$ cat src/stfd_pkg.sv
// Shared types and constants of the two-rail track frame decoder.
// No dependencies; the front, the back and the top of the decoder import this package.
package stfd_pkg;

  // Channel table and frame layout
  localparam int CHANNELS_DEFAULT = 112;
  localparam int FRAMES           = 7;
  localparam int CH_W             = 7;
  localparam int BYTE_W           = 8;

  // Queue depths between the parts
  localparam int CMD_DEPTH = 4;
  localparam int OUT_DEPTH = 4;
  localparam int OUT_CW    = $clog2(OUT_DEPTH + 1);

  // Item operation codes
  localparam logic OP_EDGE = 1'b0;
  localparam logic OP_READ = 1'b1;

  // Configuration register indexes
  localparam logic REG_SCOPE_ENABLE    = 1'b0;
  localparam logic REG_TRIGGER_CHANNEL = 1'b1;

  typedef enum logic [1:0] {
    PH_SYNC = 2'd0,
    PH_ADDR = 2'd1,
    PH_DATA = 2'd2
  } phase_t;

  // What the front hands to the back for one item
  typedef enum logic [1:0] {
    KIND_NOP  = 2'd0,
    KIND_BIT  = 2'd1,
    KIND_READ = 2'd2
  } kind_t;

  typedef struct packed {
    kind_t             kind;
    logic              bit_val;
    logic [CH_W-1:0]   read_channel;
  } cmd_t;

  typedef struct packed {
    logic [BYTE_W-1:0] read_data;
    logic              write_valid;
    logic [CH_W-1:0]   write_channel;
    logic [BYTE_W-1:0] write_data;
    logic              scope_level;
    phase_t            decoder_phase;
  } res_t;

  typedef struct packed {
    logic            scope_enable;
    logic [CH_W-1:0] trigger_channel;
  } cfg_t;

endpackage

$ cat src/stfd_fifo.sv
// Small first-in first-out queue of flat words, flip-flop storage.
// No dependencies; used for the command queue and the result queue.
module stfd_fifo #(
  parameter int WIDTH = 8,
  parameter int DEPTH = 4
) (
  input  logic                         clk,
  input  logic                         rst,
  input  logic                         push,
  input  logic [WIDTH-1:0]             push_data,
  input  logic                         pop,
  output logic [WIDTH-1:0]             pop_data,
  output logic                         full,
  output logic                         empty,
  output logic [$clog2(DEPTH+1)-1:0]   count
);

  localparam int PW = (DEPTH > 1) ? $clog2(DEPTH) : 1;
  localparam int CW = $clog2(DEPTH + 1);

  logic [WIDTH-1:0] mem [DEPTH];
  logic [PW-1:0]    wr_ptr;
  logic [PW-1:0]    rd_ptr;
  logic             do_push;
  logic             do_pop;

  function automatic logic [PW-1:0] ptr_inc(input logic [PW-1:0] p);
    if (p == PW'(DEPTH - 1)) begin
      return '0;
    end
    return p + PW'(1);
  endfunction

  assign do_push  = push && !full;
  assign do_pop   = pop && !empty;
  assign full     = (count == CW'(DEPTH));
  assign empty    = (count == '0);
  assign pop_data = mem[rd_ptr];

  // Store incoming word at the tail
  always_ff @(posedge clk) begin
    if (do_push) begin
      mem[wr_ptr] <= push_data;
    end
  end

  // Advance pointers and occupancy
  always_ff @(posedge clk) begin
    if (rst) begin
      wr_ptr <= '0;
      rd_ptr <= '0;
      count  <= '0;
    end else begin
      if (do_push) begin
        wr_ptr <= ptr_inc(wr_ptr);
      end
      if (do_pop) begin
        rd_ptr <= ptr_inc(rd_ptr);
      end
      if (do_push && !do_pop) begin
        count <= count + CW'(1);
      end else if (do_pop && !do_push) begin
        count <= count - CW'(1);
      end
    end
  end

endmodule

$ cat src/stfd_front.sv
// Front part: accepts items, turns rail levels into track bits, queues commands.
// Depends on stfd_pkg and stfd_fifo.
module stfd_front import stfd_pkg::*; (
  input  logic            clk,
  input  logic            rst,
  input  logic            push,
  output logic            full,
  input  logic            operation,
  input  logic            rail_one_level,
  input  logic            rail_two_level,
  input  logic [CH_W-1:0] read_channel,
  input  logic            cmd_pop,
  output cmd_t            cmd,
  output logic            cmd_empty
);

  logic                accept;
  logic                rail_valid;
  logic                last_polarity;
  cmd_t                cmd_in;
  logic [$bits(cmd_t)-1:0] cmd_bits;

  assign accept     = push && !full;
  assign rail_valid = (rail_one_level != rail_two_level);

  // Classify the word: read, track bit, or edge with both rails equal
  always_comb begin
    cmd_in              = '0;
    cmd_in.read_channel = read_channel;
    if (operation == OP_READ) begin
      cmd_in.kind = KIND_READ;
    end else if (rail_valid) begin
      cmd_in.kind    = KIND_BIT;
      cmd_in.bit_val = (rail_one_level != last_polarity);
    end else begin
      cmd_in.kind = KIND_NOP;
    end
  end

  // Track polarity of the last valid edge
  always_ff @(posedge clk) begin
    if (rst) begin
      last_polarity <= 1'b0;
    end else if (accept && operation == OP_EDGE && rail_valid) begin
      last_polarity <= rail_one_level;
    end
  end

  stfd_fifo #(
    .WIDTH ($bits(cmd_t)),
    .DEPTH (CMD_DEPTH)
  ) u_cmd_q (
    .clk       (clk),
    .rst       (rst),
    .push      (push),
    .push_data (cmd_in),
    .pop       (cmd_pop),
    .pop_data  (cmd_bits),
    .full      (full),
    .empty     (cmd_empty),
    .count     ()
  );

  assign cmd = cmd_t'(cmd_bits);

endmodule

$ cat src/stfd_back.sv
// Back part: frame decoder state machine, channel table and result stage.
// Depends on stfd_pkg.
module stfd_back import stfd_pkg::*; #(
  parameter int CHANNELS = CHANNELS_DEFAULT
) (
  input  logic              clk,
  input  logic              rst,
  input  cfg_t              cfg,
  input  cmd_t              cmd,
  input  logic              cmd_empty,
  output logic              cmd_pop,
  input  logic [OUT_CW-1:0] out_count,
  output logic              res_push,
  output res_t              res
);

  localparam int AW = $clog2(CHANNELS);
  localparam logic [3:0] POS_FIRST = 4'd0;
  localparam logic [3:0] POS_LAST  = 4'd11;

  // Decoder state
  phase_t      phase, phase_next;
  logic [2:0]  zero_run, zero_run_next;
  logic [3:0]  base_address, base_address_next;
  logic [2:0]  addr_idx, addr_idx_next;
  logic [2:0]  frame_idx, frame_idx_next;
  logic [3:0]  data_idx, data_idx_next;
  logic [7:0]  byte_shift, byte_shift_next;
  logic        trigger_level, trigger_level_next;

  // Channel table with per-entry valid bits
  logic [BYTE_W-1:0] chan_mem [CHANNELS];
  logic [CHANNELS-1:0] row_valid;
  logic [BYTE_W-1:0] mem_q;

  // Result stage
  logic              st_valid;
  logic              st_read;
  logic              st_hit;
  logic              st_wv;
  logic [CH_W-1:0]   st_wch;
  logic [BYTE_W-1:0] st_wdat;
  logic              st_scope;
  phase_t            st_phase;

  logic              fire;
  logic              b;
  logic              store;
  logic              wr_en;
  logic [CH_W-1:0]   chan;
  logic [2:0]        frame_inc;
  logic              rd_in_range;
  logic [AW-1:0]     rd_addr;
  logic [AW-1:0]     wr_addr;

  // Take a command only when the result queue has a slot left for it
  assign fire    = !cmd_empty &&
                   ((4'(out_count) + 4'(st_valid)) < 4'(OUT_DEPTH));
  assign cmd_pop = fire;
  assign b       = cmd.bit_val;

  // Channel of the current frame: low nibble from the base, high bits from the frame
  assign chan      = {3'(3'd6 - frame_idx), 4'(4'd15 - base_address)};
  assign frame_inc = frame_idx + 3'd1;

  assign rd_in_range = ({1'b0, cmd.read_channel} < 8'(CHANNELS));
  assign rd_addr     = cmd.read_channel[AW-1:0];
  assign wr_addr     = chan[AW-1:0];
  assign wr_en       = store && ({1'b0, chan} < 8'(CHANNELS));

  // Next decoder state for one track bit
  always_comb begin
    phase_next         = phase;
    zero_run_next      = zero_run;
    base_address_next  = base_address;
    addr_idx_next      = addr_idx;
    frame_idx_next     = frame_idx;
    data_idx_next      = data_idx;
    byte_shift_next    = byte_shift;
    trigger_level_next = trigger_level;
    store              = 1'b0;
    if (fire && cmd.kind == KIND_BIT) begin
      unique case (phase)
        PH_SYNC: begin
          if (!b) begin
            if (zero_run < 3'd4) begin
              zero_run_next = zero_run + 3'd1;
            end
          end else if (zero_run == 3'd3) begin
            phase_next        = PH_ADDR;
            base_address_next = '0;
            addr_idx_next     = '0;
          end else begin
            zero_run_next = '0;
          end
        end
        PH_ADDR: begin
          unique case (addr_idx)
            3'd2: base_address_next[3] = b;
            3'd3: base_address_next[2] = b;
            3'd5: base_address_next[1] = b;
            3'd6: base_address_next[0] = b;
            3'd7: begin
              phase_next      = PH_DATA;
              frame_idx_next  = '0;
              data_idx_next   = '0;
              byte_shift_next = '0;
            end
            default: ;
          endcase
          addr_idx_next = addr_idx + 3'd1;
        end
        PH_DATA: begin
          unique case (data_idx)
            // Separator positions must carry a one
            4'd2, 4'd5, 4'd8: begin
              if (b) begin
                data_idx_next = data_idx + 4'd1;
              end else begin
                frame_idx_next = '0;
                phase_next     = PH_SYNC;
                zero_run_next  = '0;
                data_idx_next  = '0;
              end
            end
            POS_FIRST: begin
              byte_shift_next = {7'd0, b};
              data_idx_next   = data_idx + 4'd1;
              if (cfg.scope_enable) begin
                trigger_level_next = (chan == cfg.trigger_channel);
              end
            end
            4'd1:  begin byte_shift_next[1] = b; data_idx_next = data_idx + 4'd1; end
            4'd3:  begin byte_shift_next[2] = b; data_idx_next = data_idx + 4'd1; end
            4'd4:  begin byte_shift_next[3] = b; data_idx_next = data_idx + 4'd1; end
            4'd6:  begin byte_shift_next[4] = b; data_idx_next = data_idx + 4'd1; end
            4'd7:  begin byte_shift_next[5] = b; data_idx_next = data_idx + 4'd1; end
            4'd9:  begin byte_shift_next[6] = b; data_idx_next = data_idx + 4'd1; end
            4'd10: begin byte_shift_next[7] = b; data_idx_next = data_idx + 4'd1; end
            // Last position: store the byte whatever the bit is
            POS_LAST: begin
              store = 1'b1;
              if (frame_inc == 3'(FRAMES)) begin
                frame_idx_next = '0;
                phase_next     = PH_SYNC;
                zero_run_next  = '0;
                data_idx_next  = '0;
              end else begin
                frame_idx_next  = frame_inc;
                data_idx_next   = '0;
                byte_shift_next = '0;
              end
            end
            default: ;
          endcase
        end
        default: ;
      endcase
    end
  end

  // Hold decoder state
  always_ff @(posedge clk) begin
    if (rst) begin
      phase         <= PH_SYNC;
      zero_run      <= '0;
      base_address  <= '0;
      addr_idx      <= '0;
      frame_idx     <= '0;
      data_idx      <= '0;
      byte_shift    <= '0;
      trigger_level <= 1'b0;
    end else begin
      phase         <= phase_next;
      zero_run      <= zero_run_next;
      base_address  <= base_address_next;
      addr_idx      <= addr_idx_next;
      frame_idx     <= frame_idx_next;
      data_idx      <= data_idx_next;
      byte_shift    <= byte_shift_next;
      trigger_level <= trigger_level_next;
    end
  end

  // Write completed bytes, read with registered data
  always_ff @(posedge clk) begin
    if (wr_en) begin
      chan_mem[wr_addr] <= byte_shift;
    end
    mem_q <= chan_mem[rd_addr];
  end

  // Mark written rows; unwritten rows read as zero
  always_ff @(posedge clk) begin
    if (rst) begin
      row_valid <= '0;
    end else if (wr_en) begin
      row_valid[wr_addr] <= 1'b1;
    end
  end

  // Capture the result of the fired command
  always_ff @(posedge clk) begin
    if (rst) begin
      st_valid <= 1'b0;
    end else begin
      st_valid <= fire;
    end
  end

  always_ff @(posedge clk) begin
    if (fire) begin
      st_read  <= (cmd.kind == KIND_READ);
      st_hit   <= rd_in_range && row_valid[rd_addr];
      st_wv    <= store;
      st_wch   <= store ? chan : '0;
      st_wdat  <= store ? byte_shift : '0;
      st_scope <= trigger_level_next;
      st_phase <= phase_next;
    end
  end

  // Assemble the result word
  always_comb begin
    res               = '0;
    res.read_data     = (st_read && st_hit) ? mem_q : '0;
    res.write_valid   = st_wv;
    res.write_channel = st_wch;
    res.write_data    = st_wdat;
    res.scope_level   = st_scope;
    res.decoder_phase = st_phase;
  end

  assign res_push = st_valid;

endmodule

$ cat src/selectrix_track_frame_decoder_top.sv
// Two-rail track frame decoder: front classifier, command queue, decoder back, result queue.
// Path: an accepted word passes the command queue, the result stage and the result queue before it is poppable.
// Throughput: one word per cycle while the result queue has room, set by the decoder update and table port.
// Reset: decoder state and configuration cleared; table rows marked unwritten (read 0).
// No clearing pass after reset; full and empty are valid as soon as reset is released.
// Depends on stfd_pkg, stfd_fifo, stfd_front and stfd_back.
module selectrix_track_frame_decoder_top import stfd_pkg::*; #(
  parameter int CHANNELS = CHANNELS_DEFAULT
) (
  input  logic              clk,
  input  logic              rst,
  input  logic              push,
  output logic              full,
  input  logic              operation,
  input  logic              rail_one_level,
  input  logic              rail_two_level,
  input  logic [CH_W-1:0]   read_channel,
  output logic              empty,
  input  logic              pop,
  output logic [BYTE_W-1:0] read_data,
  output logic              write_valid,
  output logic [CH_W-1:0]   write_channel,
  output logic [BYTE_W-1:0] write_data,
  output logic              scope_level,
  output logic [1:0]        decoder_phase,
  input  logic              cfg_valid,
  output logic              cfg_ready,
  input  logic              cfg_index,
  input  logic [CH_W-1:0]   cfg_data
);

  cfg_t              cfg;
  cmd_t              cmd;
  logic              cmd_empty;
  logic              cmd_pop;
  res_t              res;
  logic              res_push;
  logic [OUT_CW-1:0] out_count;
  logic [$bits(res_t)-1:0] out_bits;
  res_t              out_word;

  // Configuration registers
  assign cfg_ready = 1'b1;

  always_ff @(posedge clk) begin
    if (rst) begin
      cfg <= '0;
    end else if (cfg_valid && cfg_ready) begin
      unique case (cfg_index)
        REG_SCOPE_ENABLE:    cfg.scope_enable    <= cfg_data[0];
        REG_TRIGGER_CHANNEL: cfg.trigger_channel <= cfg_data;
        default: ;
      endcase
    end
  end

  stfd_front u_front (
    .clk            (clk),
    .rst            (rst),
    .push           (push),
    .full           (full),
    .operation      (operation),
    .rail_one_level (rail_one_level),
    .rail_two_level (rail_two_level),
    .read_channel   (read_channel),
    .cmd_pop        (cmd_pop),
    .cmd            (cmd),
    .cmd_empty      (cmd_empty)
  );

  stfd_back #(
    .CHANNELS (CHANNELS)
  ) u_back (
    .clk       (clk),
    .rst       (rst),
    .cfg       (cfg),
    .cmd       (cmd),
    .cmd_empty (cmd_empty),
    .cmd_pop   (cmd_pop),
    .out_count (out_count),
    .res_push  (res_push),
    .res       (res)
  );

  stfd_fifo #(
    .WIDTH ($bits(res_t)),
    .DEPTH (OUT_DEPTH)
  ) u_out_q (
    .clk       (clk),
    .rst       (rst),
    .push      (res_push),
    .push_data (res),
    .pop       (pop),
    .pop_data  (out_bits),
    .full      (),
    .empty     (empty),
    .count     (out_count)
  );

  // Drive result ports from the queue head
  assign out_word      = res_t'(out_bits);
  assign read_data     = out_word.read_data;
  assign write_valid   = out_word.write_valid;
  assign write_channel = out_word.write_channel;
  assign write_data    = out_word.write_data;
  assign scope_level   = out_word.scope_level;
  assign decoder_phase = out_word.decoder_phase;

  // The back reserves a slot, so a result never meets a full queue
  assert property (@(posedge clk) disable iff (rst)
    res_push |-> (out_count < OUT_CW'(OUT_DEPTH)))
    else $error("result pushed into full queue");

  // A reported write targets a table row
  assert property (@(posedge clk) disable iff (rst)
    (!empty && write_valid) |-> ({1'b0, write_channel} < 8'(CHANNELS)))
    else $error("write reported outside the table");

  // A byte completes only in the data phase, leaving data or sync
  assert property (@(posedge clk) disable iff (rst)
    (!empty && write_valid) |-> (decoder_phase != PH_ADDR))
    else $error("write reported while in address phase");

  // Write reports and read data never share one word
  assert property (@(posedge clk) disable iff (rst)
    (!empty && write_valid) |-> (read_data == '0))
    else $error("read data on an edge word");

endmodule
$ cat config.mk
export PLATFORM = sky130hd
export DESIGN_NAME = selectrix_track_frame_decoder_top
export DESIGN_NICKNAME = d
export VERILOG_FILES = /design/src/stfd_pkg.sv /design/src/stfd_fifo.sv /design/src/stfd_front.sv /design/src/stfd_back.sv /design/src/selectrix_track_frame_decoder_top.sv
export SDC_FILE = /design/constraint.sdc
export NUM_CORES = 2
export LEC_CHECK = 0
export BUFFER_PORTS_ARGS = -buffer_cell sky130_fd_sc_hd__buf_4
export CAP_MARGIN = 20
export CORE_ASPECT_RATIO = 0.6
export CORE_MARGIN = 3
export CORE_UTILIZATION = 25
export DETAILED_ROUTE_END_ITERATION = 12
export GPL_TIMING_DRIVEN = 0
export PLACE_DENSITY_LB_ADDON = 0.3
export SYNTH_ARGS = -nofsm -noshare
export SYNTH_HDL_FRONTEND = slang
export SYNTH_SLANG_ARGS = --single-unit
export TNS_END_PERCENT = 10
$ cat constraint.sdc
create_clock -name clk -period 11.87 [get_ports clk]
set_clock_uncertainty 0.1 [all_clocks]
set_input_delay 3.561 -clock clk [delete_from_list [all_inputs] [get_ports clk]]
set_output_delay 3.561 -clock clk [all_outputs]
set_load 0.005 [all_outputs]
* After elaboration in Yosys (flattened, before gate mapping)
Memory sizes are Yosys's and may differ from the RTL's. A register that Yosys moved wholly into a read port is not among the register bits. Cells that the tools add are included.
Word-level totals: output and inout bits 30, RAM bits 1044, logic and storage cells 264, memories 3, bits of input ports 23, register bits 185
Operators by class: mux-type cells 94, order comparisons 7, reduce and logical (&&, ||, !) cells 53, add/subtract/negate cells 15, bitwise gates (word level) 3, eq/ne operators 53
Memory list:
- u_back.chan_mem | depth 112, width 8, read ports 1, clocked after Yosys merged registers in 1, write ports 1, RTL line stfd_back.sv:32 | logic [BYTE_W-1:0] chan_mem [CHANNELS];
- u_out_q.mem | depth 4, width 27, read ports 1, clocked after Yosys merged registers in 1, write ports 1, RTL line stfd_fifo.sv:21 | logic [WIDTH-1:0] mem [DEPTH];
- u_front.u_cmd_q.mem | depth 4, width 10, read ports 1, clocked after Yosys merged registers in 1, write ports 1, RTL line stfd_fifo.sv:21
Operators by type and width (count):
- $or 112x112->112 | 1
- $reduce_and 5->1 | 13
- $mux 3 | 13
- $mux 2 | 19
- $mux 1 | 34
- $pmux 3 s2 | 5
- $mux 8 | 3
- $ne 4x2->1 const B | 6
- $pmux 1 s3 | 7
- $eq 3x3->1 const B | 6
- $eq 4x3->1 const B | 4
- $eq 4x4->1 const B | 4
- $logic_and 1x1->1 | 16
- $lt 7x8->1 const B | 2
- $mux 4 | 4
- $pmux 4 s2 | 2
- $pmux 8 s2 | 1
- $add 3x1->3 const B | 5
- $lt 7x7->1 const B | 2
- $eq 2x2->1 const B | 6
- $pmux 4 s3 | 1
- $reduce_bool 2->1 | 5
- $eq 3x2->1 const B | 3
- $ne 3x3->1 const B | 3
- other kinds (35) | 60

* Logic depth before layout (Yosys ltp)
depth in word-level cells 9, depth in mapped cells 13, gate-level depth less buffers 9

* By module
From an unflattened synthesis, not the netlist that was laid out.
Second synthesis, totals: cells, all modules 2709, area, all modules 48984.5 um^2
Modules (own cells, without submodules):
- stfd_back | instances 1, area each 42162.9 um^2, sequential area each 30519.3 um^2, cells an instance 2368
- stfd_fifo at u_out_q | instances 1, area each 4399.2 um^2, sequential area each 3423.3 um^2, cells an instance 191
- stfd_fifo at u_front.u_cmd_q | instances 1, area each 1954.4 um^2, sequential area each 1381.3 um^2, cells an instance 102
- selectrix_track_frame_decoder_top | instances 1, area each 381.6 um^2, sequential area each 160.2 um^2, cells an instance 38
- stfd_front | instances 1, area each 86.3 um^2, sequential area each 20.0 um^2, cells an instance 10

* Worst setup path after synthesis
OpenSTA, ideal clock, no wires.
path kind flip-flop to output port, start point register (tool-made name), end point output read_data[0], path slack 6351 ps, required time 8209 ps, arrival time 1858 ps, stages on the path, launching flop included 4, path buffers 2, cells stage by stage dfxtp_1 clkbuf_1 buf_1 mux4_2
RTL lines:
- end: declaration | RTL line selectrix_track_frame_decoder_top.sv:20 | output logic [BYTE_W-1:0] read_data,

==> results.json <==
{
  "grt_overflow": 0,
  "end_kind": "output pin",
  "p_int_mw": 8.15,
  "tightest_slew_ns": 1.26,
  "synth_area_leaders": "edfxtp_1, mux4_2, dfxtp_1, mux2i_1, nor2_1",
  "ff2ff_setup_slack_ns": 7.31,
  "io_buffers": 48,
  "irDropWorstVdd_mv": 0.141,
  "switching_share": 0.318,
  "drc": 0,
  "drt_wl_total_um": 142000,
  "avgSynthCellArea_sq_um": 17.0,
  "core_area_sq_mm": 0.194,
  "crit_end": "read_data[5]",
  "power_switching_mw": 3.80,
  "setup_violations": 0,
  "numCtsBuffers": 107,
  "antenna_found_initial": 5,
  "synth_area_sq_mm": 0.0490,
  "comb_power_share": 0.277,
  "clock_path_buffers": 3,
  "cts_hold_buffers": 0,
  "yosys_warnings": 0,
  "finalPower_mw": 11.9,
  "die_x_um": 578,
  "power_density_mw_per_mm2": 210,
  "sequentialPowerShare": 0.414,
  "cp.arrival_ns": 3.33,
  "seq_area_sq_mm": 0.0355,
  "synth_fp_nets": 2940,
  "status": "complete, no violations",
  "die_h_um": 349,
  "grt_max_degree": 81,
  "fin_ws_ns": 4.88,
  "ant_nets": 0,
  "cts.repair.resized": 0,
  "tritoncts": "yes",
  "initial_utilization": 0.252,
  "drtIter0Drc": 3765,
  "r2r-end": "u_back.chan_mem[96][2]",
  "clkTransAtPathRegs_ns": 0.07,
  "p_leak_nw": 18.5,
  "cts.htree.levels": 3,
  "grt_pass1_vias": 26345,
  "hold_path.class": "reg -> reg",
  "syn_inst": 2885,
  "synth_cell_types": 72,
  "first_pass_iters": 5,
  "grt_pass1_wl_um": 202000,
  "cp.required_ns": 8.21,
  "tns_ns": 0,
  "critPathKind": "reg -> out",
  "relSlewSlack": 0.163,
  "track_usage": 0.139,
  "slew_viol_final": 0,
  "wl_per_cell_um": 24.5,
  "start_kind": "flop",
  "dp_slack_ns": 5.44,
  "hold_viol_final": 0,
  "power_frac_clock": 0.309,
  "via_count": 27513,
  "synth_seq_cells": 1241,
  "rows": 125,
  "io_pins": 53,
  "vias_per_cell": 4.76,
  "finalWeightedCongestion": 0.864,
  "synth_seq_area_share": 0.724,
  "hpwl_um": 99000,
  "rsz0062_at_grt": "no",
  "cap_violations": 0,
  "fill_cells": 19215,
  "post-route-period-util": 0.589,
  "multi_input_comb_area_sq_mm": 0.0127,
  "reg2reg_from": "u_out_q.count[0]",
  "fmax_mhz": 143,
  "cts.sinks": 1241,
  "dieArea_sq_mm": 0.202,
  "synthDominantCellAreaShare": 0.652,
  "yosys_most_used_dff": "edfxtp_1",
  "final_nets": 3142,
  "synth-edff-count": 1065,
  "postCtsSetupRepairBufs": 0,
  "period_minus_slack_ns": 6.99,
  "crit_fanout": 10,
  "synthToLayoutAreaGrowth_pct": 16.1,
  "root_buffer": "clkbuf_16",
  "clk_latency_ns": 0.72,
  "r2r_cells": 10,
  "drive_above_1_share": 0.204,
  "synth_async_sr_flop_share": 0,
  "yosys.area.top_type": "edfxtp_1"
}
-- cells by family after synthesis --
logic type | count (synthesis) | share of synthesized area
flops | 1241 | 0.724
simple gates | 720 | 0.0660
mux | 392 | 0.141
compound gates | 300 | 0.0387
buf+inv | 183 | 0.0190
fa+ha+maj | 32 | 0.00847
xor+xnor | 16 | 0.00286
other cells | 1 | 0.0000765
-- power by group through the flow --
stage | Combinational, mW | Clock, mW | Sequential [mW]
final | 3.31 | 3.70 | 4.95
after global routing | 3.48 | 3.95 | 4.96
after CTS | 3.27 | 3.76 | 4.95
after detailed placement | 3.26 | 0 | 5.04
after global placement | 3.22 | 0 | 5.05
after floorplan | 1.91 | 0 | 5.02
-- Yosys cell counts, types with 9 or more instances --
cell      instances
edfxtp_1       1065
nor2_1          304
mux4_2          230
nand2_1         182
dfxtp_1         176
mux2i_1         144
a21oi_1         143
clkbuf_1         67
nand3_1          59
buf_2            41
nor3_1           35
ha_1             30
o21ai_0          28
and2_1           26
buf_4            26
a22oi_1          24
and3_1           24
inv_1            20
o21ba_2          19
o221ai_1         19
o22ai_1          18
buf_1            16
nand4_1          16
nor4_1           15
mux2_2           12
nor2b_1          12
a31oi_1          10
nand2b_1         10
a221oi_1          9
buf_6             9
or3_1             9
xor2_1            9
-- layer usage --
metal	global-route usage	wire [um]
met3	0.0386	14400
met1	0.230	71600
met2	0.172	53400
met5	0	13
met4	0.0278	2430
-- final cells by class --
class	count	area share
Buffer	161	0.0149
Clock buffer	128	0.0506
Clock inverter	72	0.0134
Tap cell	2603	0.0572
Inverter	22	0.00145
Timing Repair Buffer	93	0.0160
Antenna cell	1	0.0000439
Multi-Input combinational cell	1461	0.223
Sequential cell	1241	0.624
-- registers in the layout, summed over array words and instances (netlist names), 3 cells and up, named ones only --
register               count
u_back.byte_shift          8
u_back.chan_mem          896
u_back.zero_run            3
u_back.data_idx            4
u_back.mem_q               8
u_back.addr_idx            3
cfg                        8
u_out_q.count              3
u_back.st_wdat             8
u_back.frame_idx           3
u_back.st_wch              7
u_front.u_cmd_q.mem       40
u_front.u_cmd_q.count      3
u_out_q.mem              108
u_back.base_address        4
u_back.row_valid         112
-- metrics by stage --
stage | utilization | instances | hold WS (ns) | area, sq um
2_1_floorplan | - | 2885 | 0.331 | 49000
3_3_place_gp | 0.271 | 5536 | 0.342 | 52700
3_5_place_dp | 0.274 | 5563 | 0.355 | 53200
4_1_cts | 0.292 | 5763 | 0.370 | 56800
5_1_grt | 0.293 | 5781 | 0.389 | 57000
6_report | 0.293 | 5782 | 0.367 | 57000
-- worst max-delay path, stage by stage (launching register included) --
cell      delay (ns)
dfxtp_1         0.30
clkbuf_1        0.67
buf_1           0.75
mux4_2          0.70
buf_4           0.18
-- worst min-delay path by stage --
| stage | start | slack, ns | depth (start not counted) | to |
|---|---|---|---|---|
| after floorplan | u_back.row_valid[71] | 0.33 | 2 | u_back.row_valid[71] |
| after CTS | u_back.row_valid[16] | 0.37 | 2 | u_back.row_valid[16] |
| after global placement | u_back.row_valid[85] | 0.34 | 2 | u_back.row_valid[85] |
| after global routing | u_back.row_valid[98] | 0.39 | 2 | u_back.row_valid[98] |
| after detailed placement | u_back.row_valid[16] | 0.35 | 2 | u_back.row_valid[16] |
| final | u_back.row_valid[5] | 0.37 | 2 | u_back.row_valid[5] |
-- cell usage in the layout, fill, tap and decap left out, types with 28 or more instances in the layout --
| master | synthesis | final |
|---|---|---|
| clkbuf_16 | 0 | 111 |
| nor2_1 | 304 | 304 |
| nand2_1 | 182 | 182 |
| edfxtp_1 | 1065 | 1065 |
| mux2i_1 | 144 | 144 |
| nor3_1 | 35 | 34 |
| ha_1 | 30 | 30 |
| buf_4 | 26 | 95 |
| dfxtp_1 | 176 | 168 |
| a21oi_1 | 143 | 143 |
| mux4_2 | 230 | 230 |
| buf_2 | 41 | 41 |
| nand3_1 | 59 | 59 |
| clkbuf_1 | 67 | 78 |
| clkinv_2 | 0 | 31 |
| o21ai_0 | 28 | 28 |
Note: power is estimated with default switching activity, not from simulation.
